**src/nbsm_pkg.sv**
```systemverilog
// Shared types and constants for the NIC buffer slot manager.
`default_nettype none
package nbsm_pkg;

  localparam int CMD_W      = 2;
  localparam int HEAD_W     = 8;
  localparam int RXB_W      = 6;
  localparam int LEN_W      = 13;
  localparam int ST_W       = 3;
  localparam int CNT_W      = 7;
  localparam int CTR_W      = 32;
  localparam int CFG_IDX_W  = 1;
  localparam int CFG_DATA_W = 7;

  localparam logic [CMD_W-1:0] CMD_TX_CLAIM    = 2'd0;
  localparam logic [CMD_W-1:0] CMD_TX_COMPLETE = 2'd1;
  localparam logic [CMD_W-1:0] CMD_RX_USED     = 2'd2;
  localparam logic [CMD_W-1:0] CMD_RX_POP      = 2'd3;

  localparam logic [ST_W-1:0] ST_OK       = 3'd0;
  localparam logic [ST_W-1:0] ST_EMPTY    = 3'd1;
  localparam logic [ST_W-1:0] ST_RX_FULL  = 3'd2;
  localparam logic [ST_W-1:0] ST_NO_SLOT  = 3'd3;
  localparam logic [ST_W-1:0] ST_SUBMIT   = 3'd4;
  localparam logic [ST_W-1:0] ST_DEFER    = 3'd5;
  localparam logic [ST_W-1:0] ST_BAD_HEAD = 3'd6;

  localparam logic [CFG_IDX_W-1:0] CFG_CONSUMER_LIVE   = 1'd0;
  localparam logic [CFG_IDX_W-1:0] CFG_RX_BUFFER_COUNT = 1'd1;

  localparam logic [CNT_W-1:0] RX_COUNT_RESET = 7'd64;

  typedef struct packed {
    logic             start;
    logic [CNT_W-1:0] dividend;
    logic [CNT_W-1:0] divisor;
  } rem_req_t;

endpackage
`default_nettype wire

```
**src/nic_buffer_slot_manager.sv**
```systemverilog
// Top level: receive staging ring and transmit slot allocator.
//
// Usage: one command word enters on in_* (valid/stall) and exactly one result
// word leaves on out_* (valid/stall). Each item has an accept cycle and an
// update cycle: the accept cycle issues reads of the staging ring RAM and the
// head map RAM, the update cycle modifies and writes them back and loads the
// output register. Result valid rises at the edge that ends the update cycle.
// A new item is accepted once the last has left its update cycle, also while
// a result still waits; its update cycle holds until the output register is
// taken. Counters and high_water on the result ports belong to the result
// currently shown. Config writes use cfg_valid/cfg_ready and are to be made
// while idle; the block itself does not enforce this. Writing rx_buffer_count
// renormalizes the ring head with cfg_ready and input acceptance held off.
// Reset: synchronous on rst_n low. Afterwards the head map RAM is cleared,
// one entry a cycle, while in_stall stays high.
// The staging ring RAM is not cleared.
`default_nettype none
module nic_buffer_slot_manager
  import nbsm_pkg::*;
#(
  parameter int RX_DEPTH     = 64,
  parameter int TX_SLOTS     = 16,
  parameter int HEAD_ENTRIES = 256,
  parameter int MAX_FRAME    = 1514,
  parameter int HEADER_BYTES = 12,
  localparam int TX_W = (TX_SLOTS > 1) ? $clog2(TX_SLOTS) : 1,
  localparam int FL_W = $clog2(MAX_FRAME + 1)
) (
  input  logic                  clk,
  input  logic                  rst_n,
  input  logic                  in_valid,
  output logic                  in_stall,
  input  logic [CMD_W-1:0]      in_cmd,
  input  logic [HEAD_W-1:0]     in_desc_head,
  input  logic                  in_submit_ok,
  input  logic [RXB_W-1:0]      in_rx_buffer,
  input  logic [LEN_W-1:0]      in_rx_length,
  output logic                  out_valid,
  input  logic                  out_stall,
  output logic [ST_W-1:0]       out_status,
  output logic [TX_W-1:0]       out_tx_slot,
  output logic [RXB_W-1:0]      out_rx_slot,
  output logic [FL_W-1:0]       out_frame_length,
  output logic                  out_repost,
  output logic                  out_wake,
  output logic [CTR_W-1:0]      out_tx_frames,
  output logic [CTR_W-1:0]      out_rx_frames,
  output logic [CTR_W-1:0]      out_tx_drops,
  output logic [CTR_W-1:0]      out_rx_drops,
  output logic [CNT_W-1:0]      out_high_water,
  input  logic                  cfg_valid,
  output logic                  cfg_ready,
  input  logic [CFG_IDX_W-1:0]  cfg_index,
  input  logic [CFG_DATA_W-1:0] cfg_data
);

  localparam int RX_AW  = (RX_DEPTH > 1) ? $clog2(RX_DEPTH) : 1;
  localparam int HM_AW  = (HEAD_ENTRIES > 1) ? $clog2(HEAD_ENTRIES) : 1;
  localparam int SLOT_W = $clog2(TX_SLOTS + 1);
  localparam int RING_W = RXB_W + LEN_W;

  localparam logic S_IDLE = 1'b0;
  localparam logic S_EXEC = 1'b1;

  logic state_r;

  logic [CMD_W-1:0]  cmd_r;
  logic [HEAD_W-1:0] head_r;
  logic              submit_r;
  logic [RXB_W-1:0]  rxbuf_r;
  logic [LEN_W-1:0]  rxlen_r;

  logic             live_r;
  logic [CNT_W-1:0] count_cfg_r;
  logic [CNT_W-1:0] n_eff;

  // ring_head_r keeps the head as last set by a pop; ring_pos_r is it modulo the ring size
  logic [CNT_W-1:0] ring_head_r, ring_head_nxt;
  logic [CNT_W-1:0] ring_pos_r, ring_pos_nxt;
  logic [CNT_W-1:0] ring_count_r, ring_count_nxt;
  logic [CNT_W-1:0] peak_r, peak_nxt;
  logic [TX_SLOTS-1:0] slot_busy_r, slot_busy_nxt;
  logic [CTR_W-1:0] tx_frames_r, rx_frames_r, tx_drops_r, rx_drops_r;
  logic             inc_tx_frames, inc_rx_frames, inc_tx_drops, inc_rx_drops;

  logic             clr_r;
  logic [HM_AW-1:0] clr_idx_r;

  logic             red_pend_r;
  logic             red_busy;
  rem_req_t         rem_req;
  logic             rem_busy;
  logic             rem_done;
  logic [CNT_W-1:0] rem_result;

  logic in_acc;
  logic cfg_acc;
  logic exec_go;

  logic              map_we_c;
  logic [SLOT_W-1:0] map_wdata_c;
  logic              map_we;
  logic [HM_AW-1:0]  map_waddr;
  logic [SLOT_W-1:0] map_wdata;
  logic [SLOT_W-1:0] map_rd;

  logic              ring_we_c;
  logic [CNT_W-1:0]  ring_tail;
  logic [RING_W-1:0] ring_rd;

  logic [TX_W-1:0] free_idx;
  logic            free_found;
  logic            head_oor;
  logic [CNT_W:0]  tail_sum;
  logic [CNT_W:0]  head_inc;
  logic [LEN_W:0]  flen_wide;

  logic [ST_W-1:0]  status_c;
  logic [TX_W-1:0]  tx_slot_c;
  logic [RXB_W-1:0] rx_slot_c;
  logic [FL_W-1:0]  flen_c;
  logic             repost_c;
  logic             wake_c;

  logic             out_valid_r;
  logic [ST_W-1:0]  out_status_r;
  logic [TX_W-1:0]  out_tx_slot_r;
  logic [RXB_W-1:0] out_rx_slot_r;
  logic [FL_W-1:0]  out_flen_r;
  logic             out_repost_r;
  logic             out_wake_r;

  assign red_busy  = red_pend_r | rem_busy;
  assign in_stall  = clr_r | red_busy | (state_r != S_IDLE);
  assign in_acc    = in_valid & ~in_stall;
  assign cfg_ready = ~red_busy;
  assign cfg_acc   = cfg_valid & cfg_ready;
  assign exec_go   = (state_r == S_EXEC) & (~out_valid_r | ~out_stall);

  always_comb begin
    if (count_cfg_r == '0) begin
      n_eff = CNT_W'(1);
    end else if (32'(count_cfg_r) > 32'(RX_DEPTH)) begin
      n_eff = CNT_W'(RX_DEPTH);
    end else begin
      n_eff = count_cfg_r;
    end
  end

  // lowest free transmit slot
  always_comb begin
    free_idx   = '0;
    free_found = 1'b0;
    for (int i = TX_SLOTS - 1; i >= 0; i--) begin
      if (!slot_busy_r[i]) begin
        free_idx   = TX_W'(i);
        free_found = 1'b1;
      end
    end
  end

  assign head_oor  = 32'(head_r) >= 32'(HEAD_ENTRIES);
  assign tail_sum  = {1'b0, ring_pos_r} + {1'b0, ring_count_r};
  assign ring_tail = (tail_sum >= {1'b0, n_eff}) ? CNT_W'(tail_sum - {1'b0, n_eff})
                                                 : tail_sum[CNT_W-1:0];
  assign head_inc  = {1'b0, ring_pos_r} + 1'b1;

  always_comb begin
    if (ring_rd[LEN_W-1:0] > LEN_W'(HEADER_BYTES)) begin
      flen_wide = {1'b0, ring_rd[LEN_W-1:0] - LEN_W'(HEADER_BYTES)};
    end else begin
      flen_wide = '0;
    end
  end

  always_comb begin
    status_c       = ST_OK;
    tx_slot_c      = '0;
    rx_slot_c      = '0;
    flen_c         = '0;
    repost_c       = 1'b0;
    wake_c         = 1'b0;
    map_we_c       = 1'b0;
    map_wdata_c    = '0;
    ring_we_c      = 1'b0;
    slot_busy_nxt  = slot_busy_r;
    ring_head_nxt  = ring_head_r;
    ring_pos_nxt   = ring_pos_r;
    ring_count_nxt = ring_count_r;
    peak_nxt       = peak_r;
    inc_tx_frames  = 1'b0;
    inc_rx_frames  = 1'b0;
    inc_tx_drops   = 1'b0;
    inc_rx_drops   = 1'b0;
    unique case (cmd_r)
      CMD_TX_CLAIM: begin
        if (!free_found) begin
          status_c     = ST_NO_SLOT;
          inc_tx_drops = 1'b1;
        end else if (!submit_r) begin
          status_c     = ST_SUBMIT;
          inc_tx_drops = 1'b1;
        end else if (head_oor || map_rd != '0) begin
          status_c = ST_BAD_HEAD;
        end else begin
          slot_busy_nxt[free_idx] = 1'b1;
          map_we_c    = 1'b1;
          map_wdata_c = SLOT_W'(free_idx) + 1'b1;
          tx_slot_c   = free_idx;
        end
      end
      CMD_TX_COMPLETE: begin
        if (head_oor || map_rd == '0 || 32'(map_rd) > 32'(TX_SLOTS)) begin
          status_c = ST_BAD_HEAD;
        end else begin
          slot_busy_nxt[TX_W'(map_rd - 1'b1)] = 1'b0;
          map_we_c      = 1'b1;
          map_wdata_c   = '0;
          tx_slot_c     = TX_W'(map_rd - 1'b1);
          inc_tx_frames = 1'b1;
          wake_c        = 1'b1;
        end
      end
      CMD_RX_USED: begin
        if (!live_r) begin
          status_c = ST_DEFER;
        end else if ({1'b0, rxbuf_r} >= n_eff) begin
          status_c = ST_BAD_HEAD;
        end else if (ring_count_r >= n_eff) begin
          status_c     = ST_RX_FULL;
          inc_rx_drops = 1'b1;
          rx_slot_c    = rxbuf_r;
          repost_c     = 1'b1;
        end else begin
          ring_we_c      = 1'b1;
          ring_count_nxt = ring_count_r + 1'b1;
          if (ring_count_nxt > peak_r) begin
            peak_nxt = ring_count_nxt;
          end
          inc_rx_frames = 1'b1;
          wake_c        = 1'b1;
        end
      end
      CMD_RX_POP: begin
        if (ring_count_r == '0) begin
          status_c = ST_EMPTY;
        end else begin
          rx_slot_c = ring_rd[LEN_W +: RXB_W];
          if (head_inc == {1'b0, n_eff}) begin
            ring_head_nxt = '0;
          end else begin
            ring_head_nxt = head_inc[CNT_W-1:0];
          end
          ring_pos_nxt   = ring_head_nxt;
          ring_count_nxt = ring_count_r - 1'b1;
          if (flen_wide > (LEN_W + 1)'(MAX_FRAME)) begin
            flen_c = FL_W'(MAX_FRAME);
          end else begin
            flen_c = FL_W'(flen_wide);
          end
          repost_c = 1'b1;
        end
      end
      default: begin
        status_c = ST_OK;
      end
    endcase
  end

  assign map_we    = clr_r | (exec_go & map_we_c);
  assign map_waddr = clr_r ? clr_idx_r : HM_AW'(head_r);
  assign map_wdata = clr_r ? '0 : map_wdata_c;

  nbsm_ram #(
    .WIDTH (SLOT_W),
    .DEPTH (HEAD_ENTRIES)
  ) u_head_map (
    .clk   (clk),
    .we    (map_we),
    .waddr (map_waddr),
    .wdata (map_wdata),
    .re    (in_acc),
    .raddr (HM_AW'(in_desc_head)),
    .rdata (map_rd)
  );

  nbsm_ram #(
    .WIDTH (RING_W),
    .DEPTH (RX_DEPTH)
  ) u_ring (
    .clk   (clk),
    .we    (exec_go & ring_we_c),
    .waddr (RX_AW'(ring_tail)),
    .wdata ({rxbuf_r, rxlen_r}),
    .re    (in_acc),
    .raddr (RX_AW'(ring_pos_r)),
    .rdata (ring_rd)
  );

  assign rem_req.start    = red_pend_r;
  assign rem_req.dividend = ring_head_r;
  assign rem_req.divisor  = n_eff;

  nbsm_rem u_rem (
    .clk    (clk),
    .rst_n  (rst_n),
    .req    (rem_req),
    .busy   (rem_busy),
    .done   (rem_done),
    .result (rem_result)
  );

  always_ff @(posedge clk) begin
    if (in_acc) begin
      cmd_r    <= in_cmd;
      head_r   <= in_desc_head;
      submit_r <= in_submit_ok;
      rxbuf_r  <= in_rx_buffer;
      rxlen_r  <= in_rx_length;
    end
  end

  always_ff @(posedge clk) begin
    if (!rst_n) begin
      state_r      <= S_IDLE;
      clr_r        <= 1'b1;
      clr_idx_r    <= '0;
      live_r       <= 1'b0;
      count_cfg_r  <= RX_COUNT_RESET;
      red_pend_r   <= 1'b0;
      ring_head_r  <= '0;
      ring_pos_r   <= '0;
      ring_count_r <= '0;
      peak_r       <= '0;
      slot_busy_r  <= '0;
      tx_frames_r  <= '0;
      rx_frames_r  <= '0;
      tx_drops_r   <= '0;
      rx_drops_r   <= '0;
      out_valid_r  <= 1'b0;
    end else begin
      if (clr_r) begin
        clr_idx_r <= clr_idx_r + 1'b1;
        if (clr_idx_r == HM_AW'(HEAD_ENTRIES - 1)) begin
          clr_r <= 1'b0;
        end
      end

      red_pend_r <= 1'b0;
      if (cfg_acc) begin
        unique case (cfg_index)
          CFG_CONSUMER_LIVE: begin
            live_r <= cfg_data[0];
          end
          CFG_RX_BUFFER_COUNT: begin
            count_cfg_r <= cfg_data;
            red_pend_r  <= 1'b1;
          end
          default: begin
            live_r <= live_r;
          end
        endcase
      end
      if (rem_done) begin
        ring_pos_r <= rem_result;
      end

      if (in_acc) begin
        state_r <= S_EXEC;
      end else if (exec_go) begin
        state_r <= S_IDLE;
      end

      if (exec_go) begin
        ring_head_r  <= ring_head_nxt;
        ring_pos_r   <= ring_pos_nxt;
        ring_count_r <= ring_count_nxt;
        peak_r       <= peak_nxt;
        slot_busy_r  <= slot_busy_nxt;
        tx_frames_r  <= tx_frames_r + CTR_W'(inc_tx_frames);
        rx_frames_r  <= rx_frames_r + CTR_W'(inc_rx_frames);
        tx_drops_r   <= tx_drops_r + CTR_W'(inc_tx_drops);
        rx_drops_r   <= rx_drops_r + CTR_W'(inc_rx_drops);
        out_valid_r  <= 1'b1;
      end else if (out_valid_r && !out_stall) begin
        out_valid_r <= 1'b0;
      end
    end
  end

  always_ff @(posedge clk) begin
    if (exec_go) begin
      out_status_r  <= status_c;
      out_tx_slot_r <= tx_slot_c;
      out_rx_slot_r <= rx_slot_c;
      out_flen_r    <= flen_c;
      out_repost_r  <= repost_c;
      out_wake_r    <= wake_c;
    end
  end

  assign out_valid        = out_valid_r;
  assign out_status       = out_status_r;
  assign out_tx_slot      = out_tx_slot_r;
  assign out_rx_slot      = out_rx_slot_r;
  assign out_frame_length = out_flen_r;
  assign out_repost       = out_repost_r;
  assign out_wake         = out_wake_r;
  assign out_tx_frames    = tx_frames_r;
  assign out_rx_frames    = rx_frames_r;
  assign out_tx_drops     = tx_drops_r;
  assign out_rx_drops     = rx_drops_r;
  assign out_high_water   = peak_r;

`ifndef SYNTHESIS
  a_clear_blocks_input: assert property (@(posedge clk) disable iff (!rst_n)
    clr_r |-> in_stall)
    else $error("item accepted during head map clear");

  a_accept_to_exec: assert property (@(posedge clk) disable iff (!rst_n)
    in_acc |=> (state_r == S_EXEC))
    else $error("accepted item did not enter update cycle");

  a_exec_loads_output: assert property (@(posedge clk) disable iff (!rst_n)
    exec_go |=> out_valid_r)
    else $error("update cycle did not load a result");

  a_peak_covers_count: assert property (@(posedge clk) disable iff (!rst_n)
    ring_count_r <= peak_r)
    else $error("ring occupancy above high-water mark");

  a_head_normalized: assert property (@(posedge clk) disable iff (!rst_n)
    (!red_busy && !clr_r) |-> (ring_pos_r < n_eff))
    else $error("ring head outside ring size");
`endif

endmodule
`default_nettype wire

```
**src/nbsm_ram.sv**
```systemverilog
// Generic simple dual-port RAM with registered read.
`default_nettype none
module nbsm_ram #(
  parameter int WIDTH = 8,
  parameter int DEPTH = 16,
  localparam int AW = (DEPTH > 1) ? $clog2(DEPTH) : 1
) (
  input  logic             clk,
  input  logic             we,
  input  logic [AW-1:0]    waddr,
  input  logic [WIDTH-1:0] wdata,
  input  logic             re,
  input  logic [AW-1:0]    raddr,
  output logic [WIDTH-1:0] rdata
);

  logic [WIDTH-1:0] mem_r [DEPTH];
  logic [WIDTH-1:0] rdata_r;

  always_ff @(posedge clk) begin
    if (we) begin
      mem_r[waddr] <= wdata;
    end
    if (re) begin
      rdata_r <= mem_r[raddr];
    end
  end

  assign rdata = rdata_r;

endmodule
`default_nettype wire

```
**src/nbsm_rem.sv**
```systemverilog
// Restoring remainder unit, one bit per cycle, for ring head renormalization.
`default_nettype none
module nbsm_rem
  import nbsm_pkg::*;
(
  input  logic             clk,
  input  logic             rst_n,
  input  rem_req_t         req,
  output logic             busy,
  output logic             done,
  output logic [CNT_W-1:0] result
);

  localparam int STEP_W = $clog2(CNT_W);

  logic              busy_r;
  logic [STEP_W-1:0] step_r;
  logic [CNT_W-1:0]  dvd_r;
  logic [CNT_W-1:0]  div_r;
  logic [CNT_W-1:0]  rem_r;
  logic [CNT_W:0]    trial;
  logic [CNT_W-1:0]  rem_nxt;

  always_comb begin
    trial = {rem_r, dvd_r[CNT_W-1]};
    if (trial >= {1'b0, div_r}) begin
      rem_nxt = CNT_W'(trial - {1'b0, div_r});
    end else begin
      rem_nxt = trial[CNT_W-1:0];
    end
  end

  always_ff @(posedge clk) begin
    if (!rst_n) begin
      busy_r <= 1'b0;
      step_r <= '0;
    end else if (req.start) begin
      busy_r <= 1'b1;
      step_r <= '0;
    end else if (busy_r) begin
      step_r <= step_r + 1'b1;
      if (done) begin
        busy_r <= 1'b0;
      end
    end
  end

  always_ff @(posedge clk) begin
    if (req.start) begin
      dvd_r <= req.dividend;
      div_r <= req.divisor;
      rem_r <= '0;
    end else if (busy_r) begin
      dvd_r <= {dvd_r[CNT_W-2:0], 1'b0};
      rem_r <= rem_nxt;
    end
  end

  assign busy   = busy_r;
  assign done   = busy_r && (step_r == STEP_W'(CNT_W - 1));
  assign result = rem_nxt;

endmodule
`default_nettype wire

```
**config.mk**
```make
export PLATFORM = sky130hd
export DESIGN_NAME = nic_buffer_slot_manager
export DESIGN_NICKNAME = d
export VERILOG_FILES = /design/src/nbsm_pkg.sv /design/src/nic_buffer_slot_manager.sv /design/src/nbsm_ram.sv /design/src/nbsm_rem.sv
export SDC_FILE = /design/constraint.sdc
export NUM_CORES = 2
export LEC_CHECK = 0
export BUFFER_PORTS_ARGS = -buffer_cell sky130_fd_sc_hd__buf_2
export CAP_MARGIN = 20
export CORE_UTILIZATION = 25
export CTS_CLUSTER_DIAMETER = 100
export DETAILED_ROUTE_END_ITERATION = 12
export GPL_ROUTABILITY_DRIVEN = 0
export PLACE_DENSITY = 0.51
export SLEW_MARGIN = 20
export SYNTH_ARGS = -nofsm -noshare
export SYNTH_HDL_FRONTEND = slang
export SYNTH_SLANG_ARGS = --single-unit
```
**constraint.sdc**
```tcl
create_clock -name clk -period 20.6 [get_ports clk]
set_input_delay 1.03 -clock clk [delete_from_list [all_inputs] [get_ports clk]]
set_output_delay 1.03 -clock clk [all_outputs]
set_load 0.005 [all_outputs]
```
==> impl_metrics.env <==
export IMPL_finClkSkew_ns=0.0536
export IMPL_worstSetupEndpointType="register"
export IMPL_finalHoldViolations=0
export IMPL_cp_start_kind="register"
export IMPL_setup_ws_ns=14.96
export IMPL_power_density_nw_per_um2=91.5
export IMPL_rsz0062_at_grt="false"
export IMPL_vias=57400
export IMPL_critical_path_class="register to register"
export IMPL_final_core_util_pct=29.5
export IMPL_antenna_left=0
export IMPL_cts_inserted_buffers=311
export IMPL_critPathMaxFanout=86
export IMPL_finalCriticalPeriod_ns=5.64
export IMPL_dieWidth_um=669
export IMPL_cts_setup_buffers=0
export IMPL_max_freq_mhz=177
export IMPL_synthesis_nets=5969
export IMPL_synthMostInstantiatedCell="edfxtp_1"
export IMPL_synth_top_cells_by_area="edfxtp_1 70%, mux4_2 14%, dfxtp_1 3.7%, mux2i_1 1.5%, nor2_1 1.5%"
export IMPL_r2r_slack_ns=14.96
export IMPL_vias_per_cell=4.64
export IMPL_ys_ff_latch=2793
export IMPL_tns_ns=0
export IMPL_hold_buffers=0
export IMPL_synth_largest_area_cell="edfxtp_1"
export IMPL_required_ns=21.13
export IMPL_grt_use_total_pct=13.0
export IMPL_ys_seq_area_share_pct=73.6
export IMPL_synth_top_cell_area_share_pct=69.9
export IMPL_insertion_delay_ns=0.93
export IMPL_top_layer_used="met4"
export IMPL_postSynthCellCount=5852
export IMPL_timing_final_crit_share_pct=27.4
export IMPL_relSlewSlack_pct=18.5
export IMPL_ys_types=77
export IMPL_crit_buf_inv=4
export IMPL_ys_async_sr_fraction_pct=0
export IMPL_ff_latch_area_um2=81900
export IMPL_rows=244
export IMPL_multi_input_area_um2=28200
export IMPL_stdcell_area_um2=130000
export IMPL_antenna_found_initial=18
export IMPL_n_fill_cell=43100
export IMPL_crit_arrival_ns=6.17
export IMPL_initial_core_util_pct=25.1
export IMPL_worst_path_dominant_cell_family="buffers and inverters"
export IMPL_synth_edff_count=2590
export IMPL_wirelength_um=298000
export IMPL_cap_violations=0
export IMPL_nets=6346
export IMPL_clk_pin_slew_worst_paths_ns=0.06
export IMPL_ys_flop_type="edfxtp_1"
export IMPL_slew_viol_final=0
export IMPL_h_tree_depth=5
export IMPL_die_area_um2=448000
export IMPL_clock_path_buffers=4
export IMPL_tightest_slew_ns=1.22
export IMPL_io_pin_count=207
export IMPL_dr_wl_met3_um=14300
export IMPL_grt_ovfl_total=0
export IMPL_dp_slack_ns=14.37
export IMPL_leakagePower_nw=41.2
export IMPL_status="finished, final reports clean"
export IMPL_cts_tree="yes"
export IMPL_netlist_top_cells_count="2,590 x edfxtp_1, 679 x mux4_2, 451 x nor2_1"
export IMPL_yosysWarningCount=0
export IMPL_clock_sinks=2793
export IMPL_crit_chain="inv_1, ha_1, nor3b_1, ha_1, and3_1, o41ai_2, or2_2, nor2_4, buf_4, buf_4, buf_4"
export IMPL_drtIter0Drc=5266
export IMPL_drtPass1Iterations=6
export IMPL_ctsResizeCount=0
export IMPL_grt_pass1_vias=59200
export IMPL_grt_pass1_wl_um=429000
export IMPL_area_growth_pct=17.2
export IMPL_wl_met2_um=150000
export IMPL_drive_gt1_share_pct=25.2
export IMPL_wl_met1_um=125000
export IMPL_setup_viol=0
export IMPL_slowest_stage="buf_4"
export IMPL_irDropWorstVdd_mv=0.0626
export IMPL_hpwl_um=179000
export IMPL_cp_common_cell="buf_4"
export IMPL_place_area_um2=120000
export IMPL_critPathMaxStageDelay_ns=0.82
export IMPL_coreArea_um2=442000
export IMPL_die_h_um=669
export IMPL_avgSynthCellArea_um2=19.0
export IMPL_mappedNetlistArea_um2=111000
export IMPL_grt_max_degree=191
export IMPL_route_detailed_wl_per_inst_um=24.1
export IMPL_numPortBuffers=206
export IMPL_drc=0
export IMPL_hp_class="input port to register"
export IMPL_clock_root_buffer="clkbuf_16"
-- cells by family (layout without fill, tap and decap cells) --
family / after synthesis / after routing / share of synthesized area [%]
muxes: 865 / 865 / 15.4
xor gates and xnor gates: 144 / 144 / 1.13
adders and majority gates: 74 / 74 / 0.853
buffers and inverters: 383 / 1008 / 1.51
DFF: 2793 / 2793 / 73.6
other: 0 / 6 / 0
AOI/OAI and AO/OA: 479 / 479 / 2.82
and+or+nand+nor: 1114 / 1114 / 4.65
-- worst register-to-register path, cell delays in order, from the launching register on --
cell      delay (ns)
edfxtp_1        0.56
inv_1           0.15
ha_1            0.31
nor3b_1         0.32
ha_1            0.27
and3_1          0.19
o41ai_2         0.13
or2_2           0.42
nor2_4          0.35
buf_4           0.75
buf_4           0.88
buf_4           0.90
-- report_power, final --
group / internal, mW / total, mW / switching, mW / leakage [nW]
logic: 0.0915 / 0.262 / 0.171 / 10.0
clock network: 3.22 / 5.55 / 2.33 / 4.96
registers: 6.11 / 6.12 / 0.00817 / 26.2
total: 9.42 / 11.9 / 2.51 / 41.2
-- worst paths after layout --
kind / start / endpoint / depth (start not counted)
worst max-delay path: u_head_map.rdata[1]$_DFFE_PP_ / u_head_map.mem_r[241][0]$_DFFE_PP_ / 11
worst min-delay path: in_rx_length[1] / rxlen_r[1]$_DFFE_PP_ / 1
worst max register to register: u_head_map.rdata[1]$_DFFE_PP_ / u_head_map.mem_r[241][0]$_DFFE_PP_ / 11
worst min register to register: ring_head_r[0]$_SDFFE_PN0P_ / ring_head_r[0]$_SDFFE_PN0P_ / 2
-- metrics by stage --
step                hold slack, ns  instances  power, mW
global route                 0.224      12400       12.3
CTS                          0.192      12400       12.1
finish                       0.271      12400       11.9
global placement             0.445      11800       6.50
detailed placement           0.449      11800       6.51
floorplan                    0.427       5852       6.41
-- layout by cell type, fill, tap and decap left out, types with 77 or more instances in the layout --
cell type  Yosys  layout
clkinv_1       3      77
nand2_1      221     209
mux2i_1      170     170
nand3_1       91      91
dfxtp_1      203     199
edfxtp_1    2590    2590
buf_4         32     158
mux4_2       679     679
buf_2         76     204
o21ai_0      109     108
nor2_1       451     445
clkbuf_16      0     313
xor2_1        84      84
a21oi_1      105     104
-- sequential cells by signal, summed over array words and instances (netlist names), 8 cells and up --
name and count:
u_head_map.mem_r 1280, u_ring.rdata 19, rxlen_r 13, out_tx_drops 32, out_frame_length 11, out_rx_frames 32
u_ring.mem_r 1216, head_r 8, out_rx_drops 32, slot_busy_r 16, clr_idx_r 8, out_tx_frames 32
-- routing by layer --
| layer | track usage [%] | vias up |
|---|---|---|
| met5 | 0 | - |
| met3 | 1.78 | 462 |
| met1 | 16.9 | 30800 |
| met4 | 3.59 | 0 |
| li1 | - | 24600 |
| met2 | 22.6 | 1591 |
-- cell type report --
class / instances / area share [%]
Inverter: 76 / 0.223
Multi-Input combinational cell: 2676 / 21.7
Clock inverter: 200 / 1.67
Timing Repair Buffer: 371 / 1.82
Clock buffer: 361 / 6.17
Antenna cell: 6 / 0.0115
Tap cell: 5904 / 5.67
Sequential cell: 2793 / 62.8
No activity file was read; power rests on OpenSTA's default activity.
